==> src/sv/dad_pkg.sv <==
`timescale 1ns / 1ps
// ----------------------------------------------------------------------------
// dad_pkg
// Shared widths, calendar tables and control types for the date add unit.
// ----------------------------------------------------------------------------
package dad_pkg;

  localparam int CODE_W         = 27;
  localparam int ADD_W          = 22;
  localparam int REM_W          = 23;
  localparam int DIG_W          = 7;
  localparam int MON_W          = 4;
  localparam int DAY_W          = 5;
  localparam int YEAR_OUT_W     = 14;
  localparam int DAD_YEAR_LIMIT = 10000;
  localparam int RADIX          = 100;
  localparam int LEAP_DAYS      = 366;
  localparam int COMMON_DAYS    = 365;

  // Reciprocal of 100, exact for every dividend below 2^CODE_W.
  localparam int               RCP_W      = 28;
  localparam int               DIV100_SH  = 34;
  localparam logic [RCP_W-1:0] DIV100_MUL = 28'd171798692;

  localparam logic [4:0] MLEN_COMMON [13] =
    '{5'd0, 5'd31, 5'd28, 5'd31, 5'd30, 5'd31, 5'd30,
      5'd31, 5'd31, 5'd30, 5'd31, 5'd30, 5'd31};
  localparam logic [4:0] MLEN_LEAP [13] =
    '{5'd0, 5'd31, 5'd29, 5'd31, 5'd30, 5'd31, 5'd30,
      5'd31, 5'd31, 5'd30, 5'd31, 5'd30, 5'd31};
  localparam logic [8:0] CUM_COMMON [13] =
    '{9'd0, 9'd0, 9'd31, 9'd59, 9'd90, 9'd120, 9'd151,
      9'd181, 9'd212, 9'd243, 9'd273, 9'd304, 9'd334};
  localparam logic [8:0] CUM_LEAP [13] =
    '{9'd0, 9'd0, 9'd31, 9'd60, 9'd91, 9'd121, 9'd152,
      9'd182, 9'd213, 9'd244, 9'd274, 9'd305, 9'd335};

  typedef struct packed {
    logic load_y;
    logic load_c;
    logic inc;
  } yr_ctl_t;

  typedef struct packed {
    logic leap;
    logic at_limit;
  } yr_stat_t;

  function automatic logic [4:0] mlen(input logic leap, input logic [DIG_W-1:0] m);
    logic [4:0] len;
    len = 5'd0;
    if (m >= DIG_W'(1) && m <= DIG_W'(12)) begin
      len = leap ? MLEN_LEAP[m[3:0]] : MLEN_COMMON[m[3:0]];
    end
    return len;
  endfunction

  function automatic logic [8:0] cum_days(input logic leap, input logic [DIG_W-1:0] m);
    logic [8:0] c;
    c = 9'd0;
    if (m >= DIG_W'(1) && m <= DIG_W'(12)) begin
      c = leap ? CUM_LEAP[m[3:0]] : CUM_COMMON[m[3:0]];
    end
    return c;
  endfunction

endpackage

==> src/sv/dad_sub.sv <==
`timescale 1ns / 1ps
// ----------------------------------------------------------------------------
// dad_sub
// Shared subtract and compare unit: difference and a >= b flag.
// ----------------------------------------------------------------------------
module dad_sub #(
  parameter int W = 8
) (
  input  logic [W-1:0] a,
  input  logic [W-1:0] b,
  output logic [W-1:0] diff,
  output logic         ge
);

  logic [W:0] full;

  assign full = {1'b0, a} - {1'b0, b};
  assign diff = full[W-1:0];
  assign ge   = ~full[W];

endmodule

==> src/sv/dad_year.sv <==
`timescale 1ns / 1ps
// ----------------------------------------------------------------------------
// dad_year
// Year counter with running mod-100 and century mod-4 counts for the leap rule.
// ----------------------------------------------------------------------------
module dad_year
  import dad_pkg::*;
#(
  parameter int YEAR_LIMIT = DAD_YEAR_LIMIT,
  parameter int YW = ($clog2(YEAR_LIMIT + 1) > YEAR_OUT_W) ?
                     $clog2(YEAR_LIMIT + 1) : YEAR_OUT_W
) (
  input  logic             clk,
  input  yr_ctl_t          ctl,
  input  logic [YW-1:0]    ld_year,
  input  logic [DIG_W-1:0] ld_c100,
  input  logic [1:0]       ld_h4,
  output logic [YW-1:0]    year,
  output yr_stat_t         stat
);

  logic [YW-1:0]    y_r;
  logic [DIG_W-1:0] c100_r;
  logic [1:0]       h4_r;

  always_ff @(posedge clk) begin
    if (ctl.load_y) begin
      y_r <= ld_year;
    end else if (ctl.inc) begin
      y_r <= y_r + YW'(1);
    end
    if (ctl.load_c) begin
      c100_r <= ld_c100;
      h4_r   <= ld_h4;
    end else if (ctl.inc) begin
      if (c100_r == DIG_W'(RADIX - 1)) begin
        c100_r <= '0;
        h4_r   <= h4_r + 2'd1;
      end else begin
        c100_r <= c100_r + DIG_W'(1);
      end
    end
  end

  assign year          = y_r;
  assign stat.leap     = ((y_r[1:0] == 2'd0) && (c100_r != '0)) ||
                         ((c100_r == '0) && (h4_r == 2'd0));
  assign stat.at_limit = (y_r >= YW'(YEAR_LIMIT));

endmodule

==> src/sv/date_add_days_unit.sv <==
`timescale 1ns / 1ps
// ----------------------------------------------------------------------------
// date_add_days_unit
// Adds a day count to a decimal YYYYMMDD date on the Gregorian calendar.
//
//   channel | ports                                   | direction
//   --------+-----------------------------------------+----------
//   input   | in_valid in_stall in_date_code          | in
//           | in_days_to_add                          |
//   result  | out_valid out_stall out_date_ok         | out
//           | out_out_of_range out_year out_month     |
//           | out_day                                 |
//
// One item runs through the divide, check, year walk, month walk and finish
// states from accept to accept; an invalid date goes from the check straight
// to the finish. Three reciprocal multiplications by 1/100, one a cycle, split
// the code and the year; the year and month walks share one subtractor.
// in_stall is high from accept until the result is written to the output
// register; a stalled result holds while the next transfer is taken in.
// Reset is synchronous, active low, and clears the sequencer and out_valid.
// ----------------------------------------------------------------------------
module date_add_days_unit
  import dad_pkg::*;
#(
  parameter int YEAR_LIMIT = DAD_YEAR_LIMIT
) (
  input  logic                  clk,
  input  logic                  rst_n,
  input  logic                  in_valid,
  output logic                  in_stall,
  input  logic [CODE_W-1:0]     in_date_code,
  input  logic [ADD_W-1:0]      in_days_to_add,
  output logic                  out_valid,
  input  logic                  out_stall,
  output logic                  out_date_ok,
  output logic                  out_out_of_range,
  output logic [YEAR_OUT_W-1:0] out_year,
  output logic [MON_W-1:0]      out_month,
  output logic [DAY_W-1:0]      out_day
);

  localparam int YW = ($clog2(YEAR_LIMIT + 1) > YEAR_OUT_W) ?
                      $clog2(YEAR_LIMIT + 1) : YEAR_OUT_W;
  localparam int PROD_W = CODE_W + RCP_W;

  localparam logic [2:0] S_IDLE = 3'd0;
  localparam logic [2:0] S_DIV  = 3'd1;
  localparam logic [2:0] S_CHK  = 3'd2;
  localparam logic [2:0] S_YEAR = 3'd3;
  localparam logic [2:0] S_MON  = 3'd4;
  localparam logic [2:0] S_FIN  = 3'd5;

  logic [2:0]       state_r, state_nxt;
  logic [1:0]       pass_r, pass_nxt;
  logic [CODE_W-1:0] div_r, div_nxt;
  logic [DIG_W-1:0] d_r, d_nxt;
  logic [DIG_W-1:0] m_r, m_nxt;
  logic [ADD_W-1:0] add_r, add_nxt;
  logic [REM_W-1:0] rem_r, rem_nxt;
  logic             ok_r, ok_nxt;
  logic             out_valid_r;
  logic             load_out;

  logic [PROD_W-1:0] prod;
  logic [CODE_W-1:0] quo;
  logic [CODE_W-1:0] quo_x100;
  logic [DIG_W-1:0] rr_step;
  logic [CODE_W-1:0] div_step;
  logic [REM_W-1:0] sub_a, sub_b, sub_diff;
  logic             sub_ge;
  logic [4:0]       cur_mlen;
  logic [REM_W-1:0] ylen;
  logic             date_valid;

  yr_ctl_t          yctl;
  yr_stat_t         ystat;
  logic [YW-1:0]    year;

  dad_sub #(.W(REM_W)) u_sub (
    .a    (sub_a),
    .b    (sub_b),
    .diff (sub_diff),
    .ge   (sub_ge)
  );

  dad_year #(.YEAR_LIMIT(YEAR_LIMIT), .YW(YW)) u_year (
    .clk     (clk),
    .ctl     (yctl),
    .ld_year (div_step[YW-1:0]),
    .ld_c100 (rr_step),
    .ld_h4   (div_step[1:0]),
    .year    (year),
    .stat    (ystat)
  );

  assign prod     = PROD_W'(div_r) * PROD_W'(DIV100_MUL);
  assign quo      = CODE_W'(prod[PROD_W-1:DIV100_SH]);
  assign quo_x100 = quo * CODE_W'(RADIX);
  assign rr_step  = DIG_W'(div_r - quo_x100);
  assign div_step = quo;
  assign cur_mlen = mlen(ystat.leap, m_r);
  assign ylen     = ystat.leap ? REM_W'(LEAP_DAYS) : REM_W'(COMMON_DAYS);
  assign date_valid = (m_r >= DIG_W'(1)) && (m_r <= DIG_W'(12)) &&
                      (d_r >= DIG_W'(1)) && (d_r <= {2'b00, cur_mlen});

  always_comb begin
    unique case (state_r)
      S_YEAR: begin
        sub_a = rem_r;
        sub_b = ylen;
      end
      default: begin
        sub_a = rem_r;
        sub_b = REM_W'(cur_mlen);
      end
    endcase
  end

  assign load_out = (state_r == S_FIN) && (!out_valid_r || !out_stall);

  always_comb begin
    state_nxt   = state_r;
    pass_nxt    = pass_r;
    div_nxt     = div_r;
    d_nxt       = d_r;
    m_nxt       = m_r;
    add_nxt     = add_r;
    rem_nxt     = rem_r;
    ok_nxt      = ok_r;
    yctl        = '0;
    unique case (state_r)
      S_IDLE: begin
        if (in_valid) begin
          div_nxt   = in_date_code;
          add_nxt   = in_days_to_add;
          pass_nxt  = 2'd0;
          state_nxt = S_DIV;
        end
      end
      S_DIV: begin
        div_nxt  = div_step;
        pass_nxt = pass_r + 2'd1;
        unique case (pass_r)
          2'd0: d_nxt = rr_step;
          2'd1: begin
            m_nxt       = rr_step;
            yctl.load_y = 1'b1;
          end
          default: begin
            yctl.load_c = 1'b1;
            state_nxt   = S_CHK;
          end
        endcase
      end
      S_CHK: begin
        ok_nxt  = date_valid;
        rem_nxt = REM_W'(cum_days(ystat.leap, m_r)) + REM_W'(d_r) + REM_W'(add_r)
                  - REM_W'(1);
        m_nxt   = DIG_W'(1);
        state_nxt = date_valid ? S_YEAR : S_FIN;
      end
      S_YEAR: begin
        if (!ystat.at_limit && sub_ge) begin
          rem_nxt  = sub_diff;
          yctl.inc = 1'b1;
        end else begin
          state_nxt = S_MON;
        end
      end
      S_MON: begin
        if ((m_r < DIG_W'(12)) && sub_ge) begin
          rem_nxt = sub_diff;
          m_nxt   = m_r + DIG_W'(1);
        end else begin
          state_nxt = S_FIN;
        end
      end
      S_FIN: begin
        if (load_out) begin
          state_nxt = S_IDLE;
        end
      end
      default: state_nxt = S_IDLE;
    endcase
  end

  always_ff @(posedge clk) begin
    if (!rst_n) begin
      state_r     <= S_IDLE;
      pass_r      <= 2'd0;
      out_valid_r <= 1'b0;
    end else begin
      state_r <= state_nxt;
      pass_r  <= pass_nxt;
      if (load_out) begin
        out_valid_r <= 1'b1;
      end else if (!out_stall) begin
        out_valid_r <= 1'b0;
      end
    end
  end

  always_ff @(posedge clk) begin
    div_r <= div_nxt;
    d_r   <= d_nxt;
    m_r   <= m_nxt;
    add_r <= add_nxt;
    rem_r <= rem_nxt;
    ok_r  <= ok_nxt;
    if (load_out) begin
      out_date_ok      <= ok_r;
      out_out_of_range <= ok_r && ystat.at_limit;
      if (ok_r && !ystat.at_limit) begin
        out_year  <= year[YEAR_OUT_W-1:0];
        out_month <= m_r[MON_W-1:0];
        out_day   <= DAY_W'(rem_r + REM_W'(1));
      end else begin
        out_year  <= '0;
        out_month <= '0;
        out_day   <= '0;
      end
    end
  end

  assign in_stall  = (state_r != S_IDLE);
  assign out_valid = out_valid_r;

endmodule
==> config.mk <==
export PLATFORM = sky130hd
export DESIGN_NAME = date_add_days_unit
export DESIGN_NICKNAME = d
export VERILOG_FILES = /design/src/sv/dad_pkg.sv /design/src/sv/dad_sub.sv /design/src/sv/dad_year.sv /design/src/sv/date_add_days_unit.sv
export SDC_FILE = /design/constraint.sdc
export NUM_CORES = 1
export LEC_CHECK = 0
export BUFFER_PORTS_ARGS = -buffer_cell sky130_fd_sc_hd__buf_2
export CAP_MARGIN = 20
export CELL_PAD_IN_SITES_DETAIL_PLACEMENT = 0
export CELL_PAD_IN_SITES_GLOBAL_PLACEMENT = 1
export CORE_ASPECT_RATIO = 1.1
export CORE_MARGIN = 8
export CORE_UTILIZATION = 36
export CTS_CLUSTER_DIAMETER = 80
export DETAILED_ROUTE_END_ITERATION = 10
export PLACE_DENSITY = 0.61
export SKIP_CTS_REPAIR_TIMING = 1
export SLEW_MARGIN = 20
export SYNTH_ARGS = -nofsm -noshare
export SYNTH_HDL_FRONTEND = slang
export SYNTH_SLANG_ARGS = --single-unit
==> constraint.sdc <==
create_clock -name clk -period 8.4 [get_ports clk]
set_clock_uncertainty 0.15 [all_clocks]
set_input_delay 0.84 -clock clk [delete_from_list [all_inputs] [get_ports clk]]
set_output_delay 0.84 -clock clk [all_outputs]
set_load 0.01 [all_outputs]
Word level (Yosys, flattened, before mapping) --
Memory sizes are Yosys's and may differ from the RTL's. Cells that the tools add are included.
Cells by class: add/sub/neg operators 11, multiply operators 2, divide/modulo/power cells 0, magnitude comparators 7, equal/unequal tests 16, shift operators 0, multiplexer cells 47, bitwise gates (word level) 2, reduce and logical (&&, ||, !) cells 36
Operators with widths (number):
- two-way mux 9 bit | 8
- one-hot mux 23 bit (3 select lines) | 1
- one-hot mux 27 bit (2 select lines) | 1
- multiplier 27 x 26 -> 53 bit, second input constant | 1
- two-way mux 23 bit | 2
- two-way mux 7 bit | 5
- two-way mux 5 bit | 6
- two-way mux 14 bit | 2
- two-way mux 27 bit | 1
- subtractor 23 x 9 -> 24 bit | 1
- adder 10 x 22 -> 23 bit | 1
- subtractor 23 x 1 -> 23 bit, second input constant | 1
- multiplier 21 x 5 -> 5 bit, second input constant | 1
- one-hot mux 7 bit (3 select lines) | 1
- two-way mux 3 bit | 6
- one-hot mux 3 bit (6 select lines) | 1
- adder 14 x 1 -> 14 bit, second input constant | 1
- adder 7 x 1 -> 7 bit, second input constant | 2
- greater-or-equal comparator 14 bit, second input constant | 1
- greater-or-equal comparator 7 x 1 -> 1 bit, second input constant | 2
- inequality test 2 bit, second input constant | 7
- two-way mux 2 bit | 6
- adder 9 x 7 -> 10 bit | 1
- logical AND 1 bit | 10
- 29 further kinds | 52
Storage, ports and cells: register bits 141, bits in latches 0, memory bits (writable) 0, ROM bits 448, input port bits 53, output and inout bits 27, word-level logic and storage cells 142, memories kept 4
Memories:
- (name not given) | depth 16, width 9, read ports 1, clocked after Yosys merged registers in 0, wr ports 0, line dad_pkg.sv:62 | c = leap ? CUM_LEAP[m[3:0]] : CUM_COMMON[m[3:0]];
- (name not given) | depth 16, width 9, read ports 1, clocked after Yosys merged registers in 0, wr ports 0, line dad_pkg.sv:62
- (name not given) | depth 16, width 5, read ports 1, clocked after Yosys merged registers in 0, wr ports 0, line dad_pkg.sv:53 | len = leap ? MLEN_LEAP[m[3:0]] : MLEN_COMMON[m[3:0]];
- (name not given) | depth 16, width 5, read ports 1, clocked after Yosys merged registers in 0, wr ports 0, line dad_pkg.sv:53

Longest topological paths before layout --
Gate-level depths: netlist of run 1.
word-level depth 14, mapped depth 30, mapped depth without buffers 30

By module --
Synthesis of run 1 repeated with hierarchy kept, for this count alone.
Second synthesis, totals: cell total of the unflattened synthesis 2171, area total of the unflattened synthesis 21435.6 um^2
By module, submodules not included:
- date_add_days_unit | instances 1, cells an instance 1838, area each 18689.2 um^2, sequential area each 3483.3 um^2
- dad_year | instances 1, cells an instance 147, area each 1477.7 um^2, sequential area each 690.7 um^2
- dad_sub | instances 1, cells an instance 186, area each 1268.7 um^2, sequential area each 0.0 um^2

Worst setup path before layout of run 1 --
OpenSTA, ideal clock, no wires.
path kind register -> register, from register div_r[8], to register u_year.c100_r[6], data pin, setup time 0.262 ns, arrival time 6.964 ns, required time 7.988 ns, slack 1.024 ns, stages on the path, launching flop included 29, path buffers 0, clock period less this slack 7.376 ns, cell sequence edfxtp_1 ha_1 inv_1 fa_1 inv_1 fa_1 inv_1 fa_1 inv_1 fa_1 fa_1 inv_1 fa_1 inv_1 ha_1 nand3_1 o2111ai_1 o21ai_2 and3_4 a311o_1 a2111oi_4 ha_1 inv_1 ha_1 o21a_1 nor2_1 a21oi_1 xor2_1 o21ai_1
On the way: word-level cells in the longest chain between the ends 4
Ends and longest elaborated chain:
- start, declared | line date_add_days_unit.sv:55 | logic [CODE_W-1:0] div_r, div_nxt;
- start signal, assigned | line date_add_days_unit.sv:204 | div_r <= div_nxt;
- multiplier 27 x 26 -> 53 bit | line date_add_days_unit.sv:96 | assign prod = PROD_W'(div_r) * PROD_W'(DIV100_MUL);
- multiplier 21 x 5 -> 5 bit | line date_add_days_unit.sv:98 | assign quo_x100 = quo * CODE_W'(RADIX);
- subtractor 7 bit | line date_add_days_unit.sv:99 | assign rr_step = DIG_W'(div_r - quo_x100);
- two-way mux 7 bit | line dad_year.sv:32 | if (ctl.load_c) begin
- end signal, assigned | line dad_year.sv:33 | c100_r <= ld_c100;
- end signal, assigned | line dad_year.sv:40 | c100_r <= c100_r + DIG_W'(1);
- end, declared | line dad_year.sv:23 | logic [DIG_W-1:0] c100_r;
No other way between the ends. A chain may end at the register's enable or synchronous reset.

Final worst setup path of run 1 --
from register div_r[12], to register u_year.c100_r[5], data pin
The elaborated chain is that of the path after synthesis.

==> results of run 1 <==
==> critical path, cell delays in order (launching register included) <==
cell	delay, ns
edfxtp_1	0.63
ha_1	0.43
inv_1	0.12
fa_1	0.54
inv_1	0.05
fa_1	0.51
fa_1	0.47
fa_1	0.53
fa_1	0.58
inv_1	0.07
fa_1	0.55
inv_1	0.05
ha_1	0.43
nand4_1	0.13
nor2_1	0.10
nand2_1	0.13
and3_4	0.21
a311o_1	0.36
a2111oi_1	0.43
ha_1	0.22
inv_1	0.05
maj3_1	0.32
a21oi_1	0.19
xor2_1	0.29
o22ai_1	0.14
==> layout make-up <==
type | instances | share of cell area
clock buffers | 23 | 0.0210
repair buffers | 128 | 0.0341
flip-flops and latches | 141 | 0.184
inverters | 502 | 0.0829
multi-input cells | 1365 | 0.630
clock inverters | 9 | 0.00699
well taps | 744 | 0.0409
==> path summary, 6_finish.rpt <==
kind,cells after the start,to,slack [ns]
hold / removal,2,pass_r[1]$_SDFFE_PN0P_,0.32
hold reg to reg,2,pass_r[1]$_SDFFE_PN0P_,0.32
setup reg to reg,24,u_year.c100_r[5]$_DFFE_PP_,0.44
setup / recovery,24,u_year.c100_r[5]$_DFFE_PP_,0.44
==> stage by stage <==
stage / setup WS (ns) / hold slack, ns
6_report: 0.436 / 0.320
5_1_grt: 0.00973 / 0.346
4_1_cts: 0.172 / 0.320
3_5_place_dp: 0.167 / 0.311
3_3_place_gp: 0.240 / 0.305
2_1_floorplan: 1.02 / 0.298
==> layer usage <==
layer	vias to the layer above	track usage	routed length [µm]
li1	6935	-	-
met1	6986	0.221	25100
met2	176	0.314	28100
met3	56	0.0232	1290
met4	0	0.0438	1310
met5	-	0	0
==> layout by cell type (no fill, tap or decap), types with 5 or more instances in the layout <==
| master | count |
|---|---|
| nor2b_1 | 8 |
| nor2_1 | 75 |
| xor2_1 | 27 |
| o21ai_0 | 76 |
| clkbuf_16 | 17 |
| dfxtp_1 | 6 |
| nor4_1 | 7 |
| edfxtp_1 | 135 |
| nand2b_1 | 8 |
| a21o_1 | 29 |
| and2_1 | 13 |
| buf_4 | 48 |
| o21a_1 | 10 |
| nand3_1 | 33 |
| inv_1 | 500 |
| a21oi_1 | 76 |
| a21boi_0 | 7 |
| o21bai_1 | 11 |
| nor3_1 | 20 |
| and3_1 | 21 |
| a211oi_1 | 8 |
| ha_1 | 384 |
| xnor2_1 | 52 |
| nand2_1 | 109 |
| buf_2 | 79 |
| or3_1 | 8 |
| a31oi_1 | 9 |
| o31ai_1 | 7 |
| mux2i_1 | 7 |
| o22ai_1 | 5 |
| nand4_1 | 16 |
| fa_1 | 257 |
==> state kept, by name, summed over array words and instances, names as in the netlist, 4 cells and up <==
name and flops:
rem_r 23, out_day 5, add_r 22, d_r 7, u_year.year 14, m_r 7, out_month 4, div_r 27
out_year 14, u_year.c100_r 7
==> cells by family (layout without fill, tap and decap cells) <==
family | after synthesis | count (layout)
simple gates | 343 | 343
flops | 141 | 141
compound gates | 292 | 292
mux | 8 | 8
xor+xnor | 80 | 80
fa+ha+maj | 642 | 642
buf+inv | 532 | 662
==> impl_metrics.json, run 1 <==
{
  "start_kind": "flip-flop",
  "nNetsFinal": 2849,
  "cts-buffers-inserted": 17,
  "hp-start": "pass_r[1]$_SDFFE_PN0P_",
  "yosys_register_bits": 141,
  "fillers": 5627,
  "synth-xor-area-share": 0.0348,
  "synth_cell_type_count": 82,
  "track_usage": 0.175,
  "setup_violations": 0,
  "synthMuxAreaShare": 0.00397,
  "synth.most_common_cell": "inv_1",
  "ys_seq_area_frac": 0.204,
  "cp.required_ns": 8.42,
  "synth_common_cells": "500 x inv_1, 384 x ha_1, 257 x fa_1",
  "ios": 80,
  "drive_gt1_frac": 0.0853,
  "async_flop_share": 0,
  "fmax_ghz": 0.126,
  "diodes": 0,
  "detail-route-antenna-nets": 0,
  "avgSynthCellArea_um2": 10.1,
  "grt_pass1_vias": 15400,
  "path_clk_slew_ns": 0.07,
  "vias": 14200,
  "fin_setup_tns_ns": 0,
  "grt_pass1_wl_mm": 88.3,
  "synth_compound_gate_area_share": 0.0928,
  "cp-startpoint": "div_r[12]$_DFFE_PP_",
  "critPathArrivalTime_ns": 7.98,
  "synth_fa_ha_area_frac": 0.486,
  "wl_mm": 55.9,
  "dp_hpwl_mm": 48.0,
  "min_path_type": "reg -> reg",
  "ys_warn_count": 0,
  "cp-end-kind": "flip-flop",
  "grt_max_degree": 51,
  "yosysTopAreaCell": "fa_1",
  "synthTopCellsByArea": "fa_1 25%, ha_1 23%, edfxtp_1 20%",
  "synth_edf_count": 135,
  "regArea_um2": 4170,
  "clk_path_buf_depth": 2,
  "slew_headroom": 0.344,
  "period_share": 0.948,
  "critPathMaxFanout": 9,
  "clock_sinks": 141,
  "r2r-start": "div_r[12]$_DFFE_PP_",
  "synth_area_um2": 20500,
  "status": "finished, final reports clean",
  "worstMarginPinSlew_ns": 0.982,
  "syn_inst": 2038,
  "place_congestion": 0.884,
  "port_buffers": 79,
  "die_width_um": 244,
  "rsz0062_at_grt": "no",
  "slew_viol_final": 0,
  "die_area_um2": 64900,
  "criticalPathCategory": "reg -> reg",
  "final_area_um2": 22700,
  "ctsHtreeMaxLevel": 4,
  "dp_cells": 2864,
  "syn_nets": 2732,
  "rows": 91,
  "synth-simple-area-share": 0.0805,
  "core-area_um2": 56200,
  "synth.top_cell.area_share": 0.251,
  "routedWlPerCell_um": 19.2,
  "placed_cell_area_um2": 22000,
  "final_hold_viol_count": 0,
  "clock-root-buffer": "clkbuf_16",
  "fin_util": 0.404,
  "fin_crit_ns": 7.96,
  "cts_tree": "yes",
  "synth_top_family_by_area": "adder cells",
  "die_y_um": 266,
  "multi_input_area_um2": 14300,
  "start_util": 0.365,
  "syn_to_final_growth_pct": 10.9,
  "drc": 0,
  "avgViaCountPerCell": 4.86,
  "final_cell_count_no_fill": 2912,
  "gr-total-overflow": 0,
  "firstDrtPassIters": 4,
  "cap_viol_max_count": 0,
  "insertion_delay_ns": 0.46,
  "synth_flop_cell": "edfxtp_1",
  "antenna_found_initial": 0,
  "drtIter0Drc": 652
}
Power of run 1 is not shown: default switching activity piles up to over one toggle a cycle in this logic, so the estimate is an artifact.
==> run 2, diff against run 1 <==
--- a/config.mk
+++ b/config.mk
@@ -14,7 +14,7 @@
 export CORE_UTILIZATION = 36
 export CTS_CLUSTER_DIAMETER = 80
 export DETAILED_ROUTE_END_ITERATION = 10
-export PLACE_DENSITY = 0.61
+export PLACE_DENSITY = 0.71
 export SKIP_CTS_REPAIR_TIMING = 1
 export SLEW_MARGIN = 20
 export SYNTH_ARGS = -nofsm -noshare
==> run 2 against run 1 <==
  * Sequential cell count is the same
  * Register-to-register slack got worse by 0.02 ns
  * Die area did not move
  * Setup slack got worse by 0.015 ns
  * Critical path depth grew 4
  * Non-clock buffer count shrank 9
  * Via count up 1.3%
  * Highest routed layer unchanged
  * Final area shrank 0.58%
  * Final cell count fell by 0.31%
  * First-iteration DRC count up 12%
  * Sequential share of layout area increased by 0.11 points
  * Core utilization is 0.23 points lower
==> impl_metrics.json, run 2 (synthesis gave the netlist of run 1 again) <==
{
  "status": "finished, final reports clean",
  "hp-start": "pass_r[1]$_SDFFE_PN0P_",
  "period_share": 0.950,
  "clock_sinks": 141,
  "track_usage": 0.172,
  "min_path_type": "reg -> reg",
  "reg2reg_to": "u_year.c100_r[6]$_DFFE_PP_",
  "insertion_delay_ns": 0.47,
  "grt_pass1_wl_mm": 87.0,
  "dp_hpwl_mm": 46.9,
  "rows": 91,
  "min_path_cells": 2,
  "rsz0062_at_grt": "no",
  "largest_registers": "div_r (27), rem_r (23), add_r (22)",
  "grt_pass1_vias": 15600,
  "critPathArrivalTime_ns": 8.04,
  "antenna_found_initial": 0,
  "cp.required_ns": 8.46,
  "die_y_um": 266,
  "place_congestion": 0.892,
  "critPathMaxStageDelay_ns": 0.61,
  "fin_crit_ns": 7.98,
  "regToRegSetupSlack_ns": 0.42,
  "vias": 14300,
  "setup_violations": 0,
  "drtIter0Drc": 732,
  "slew_viol_final": 0,
  "clock-root-buffer": "clkbuf_16",
  "path_clk_slew_ns": 0.08,
  "worst-path-buf-inv": 8,
  "r2r-start": "div_r[8]$_DFFE_PP_",
  "start_kind": "flip-flop",
  "syn_to_final_growth_pct": 10.2,
  "drive_gt1_frac": 0.0824,
  "clk_path_buf_depth": 2,
  "worstMarginPinSlew_ns": 0.982,
  "fmax_ghz": 0.125,
  "final_hold_viol_count": 0,
  "die_width_um": 244,
  "regMostFlops": "div_r",
  "final_common_cell": "inv_1",
  "avgViaCountPerCell": 4.94,
  "critPathMaxFanout": 9,
  "wl_mm": 54.3,
  "routedWlPerCell_um": 18.7,
  "grt_max_degree": 51,
  "drc": 0,
  "cp-end-kind": "flip-flop",
  "start_util": 0.365,
  "cap_viol_max_count": 0,
  "path_delay_family": "adder cells",
  "cp_slowest_cell": "edfxtp_1",
  "cpMostUsedCell": "inv_1",
  "largest_register_ffs": 27,
  "cts_tree": "yes",
  "rr_worst_depth": 28,
  "layout_common_cells": "500 x inv_1, 384 x ha_1, 257 x fa_1",
  "slew_headroom": 0.343,
  "firstDrtPassIters": 5,
  "fin_setup_tns_ns": 0,
  "criticalPathCategory": "reg -> reg",
  "ctsHtreeMaxLevel": 4,
  "cts-buffers-inserted": 17,
  "core-area_um2": 56200,
  "diodes": 0,
  "fillers": 5563,
  "ios": 80,
  "nNetsFinal": 2840,
  "die_area_um2": 64900,
  "hold_end": "pass_r[1]$_SDFFE_PN0P_",
  "gr-total-overflow": 0,
  "detail-route-antenna-nets": 0,
  "port_buffers": 79
}
run 2: cell count changes in the layout (fill, tap and decap cells not counted), sizes merged:
cell	delta
inv	+8
bufinv	-4
clkinv	+2
clkbuf	-6
buf	-9
run 2: layout make-up:
class	count	area (µm²)	share of cell area
repair buffers	119	696	0.0308
clock buffers	17	425	0.0188
well taps	744	931	0.0412
clock inverters	15	170	0.00753
flip-flops and latches	141	4170	0.185
multi-input cells	1365	14300	0.634
inverters	502	1880	0.0834
run 2: through the flow:
step,setup slack [ns],area (µm²),hold WS (ns),utilization,instances
final,0.420,22600,0.322,0.402,2903
after global routing,0.0421,22600,0.341,0.402,2903
after CTS,0.217,22500,0.324,0.400,2887
after detailed placement,0.225,21900,0.313,0.389,2855
after global placement,0.233,21900,0.306,0.389,2855
after floorplan,1.02,20500,0.298,-,2038
run 2: layer usage:
| metal | vias to the layer above | wire, µm | part of all wire | global-route usage |
|---|---|---|---|---|
| met5 | - | 0 | 0 | 0 |
| met4 | 0 | 1450 | 0.027 | 0.0488 |
| met3 | 70 | 1790 | 0.033 | 0.0260 |
| met2 | 257 | 26600 | 0.49 | 0.297 |
| met1 | 7079 | 24400 | 0.45 | 0.221 |
| li1 | 6932 | - | - | - |
run 2: worst register-to-register path: cells and delay by family, from the launching register on:
kind	cells	cell delay, ns
AND/OR/NAND/NOR	1	0.04
XOR/XNOR	2	0.63
buffers and inverters	8	0.45
AO/OA/AOI/OAI	7	1.37
flip-flops	1	0.61
adder cells (fa/ha/maj)	10	4.48
run 2: how the worst max path moves through the flow:
| stage | from | end | slack, ns | cells after the start |
|---|---|---|---|---|
| floorplan | div_r[8]$_DFFE_PP_ | u_year.c100_r[6]$_DFFE_PP_ | 1.02 | 28 |
| global placement | div_r[11]$_DFFE_PP_ | u_year.c100_r[5]$_DFFE_PP_ | 0.23 | 24 |
| detailed placement | div_r[11]$_DFFE_PP_ | u_year.c100_r[5]$_DFFE_PP_ | 0.23 | 24 |
| CTS | div_r[11]$_DFFE_PP_ | u_year.c100_r[5]$_DFFE_PP_ | 0.22 | 24 |
| global route | div_r[8]$_DFFE_PP_ | u_year.c100_r[5]$_DFFE_PP_ | 0.04 | 26 |
| finish | div_r[8]$_DFFE_PP_ | u_year.c100_r[6]$_DFFE_PP_ | 0.42 | 28 |
Power of run 2 is left out for the same reason.
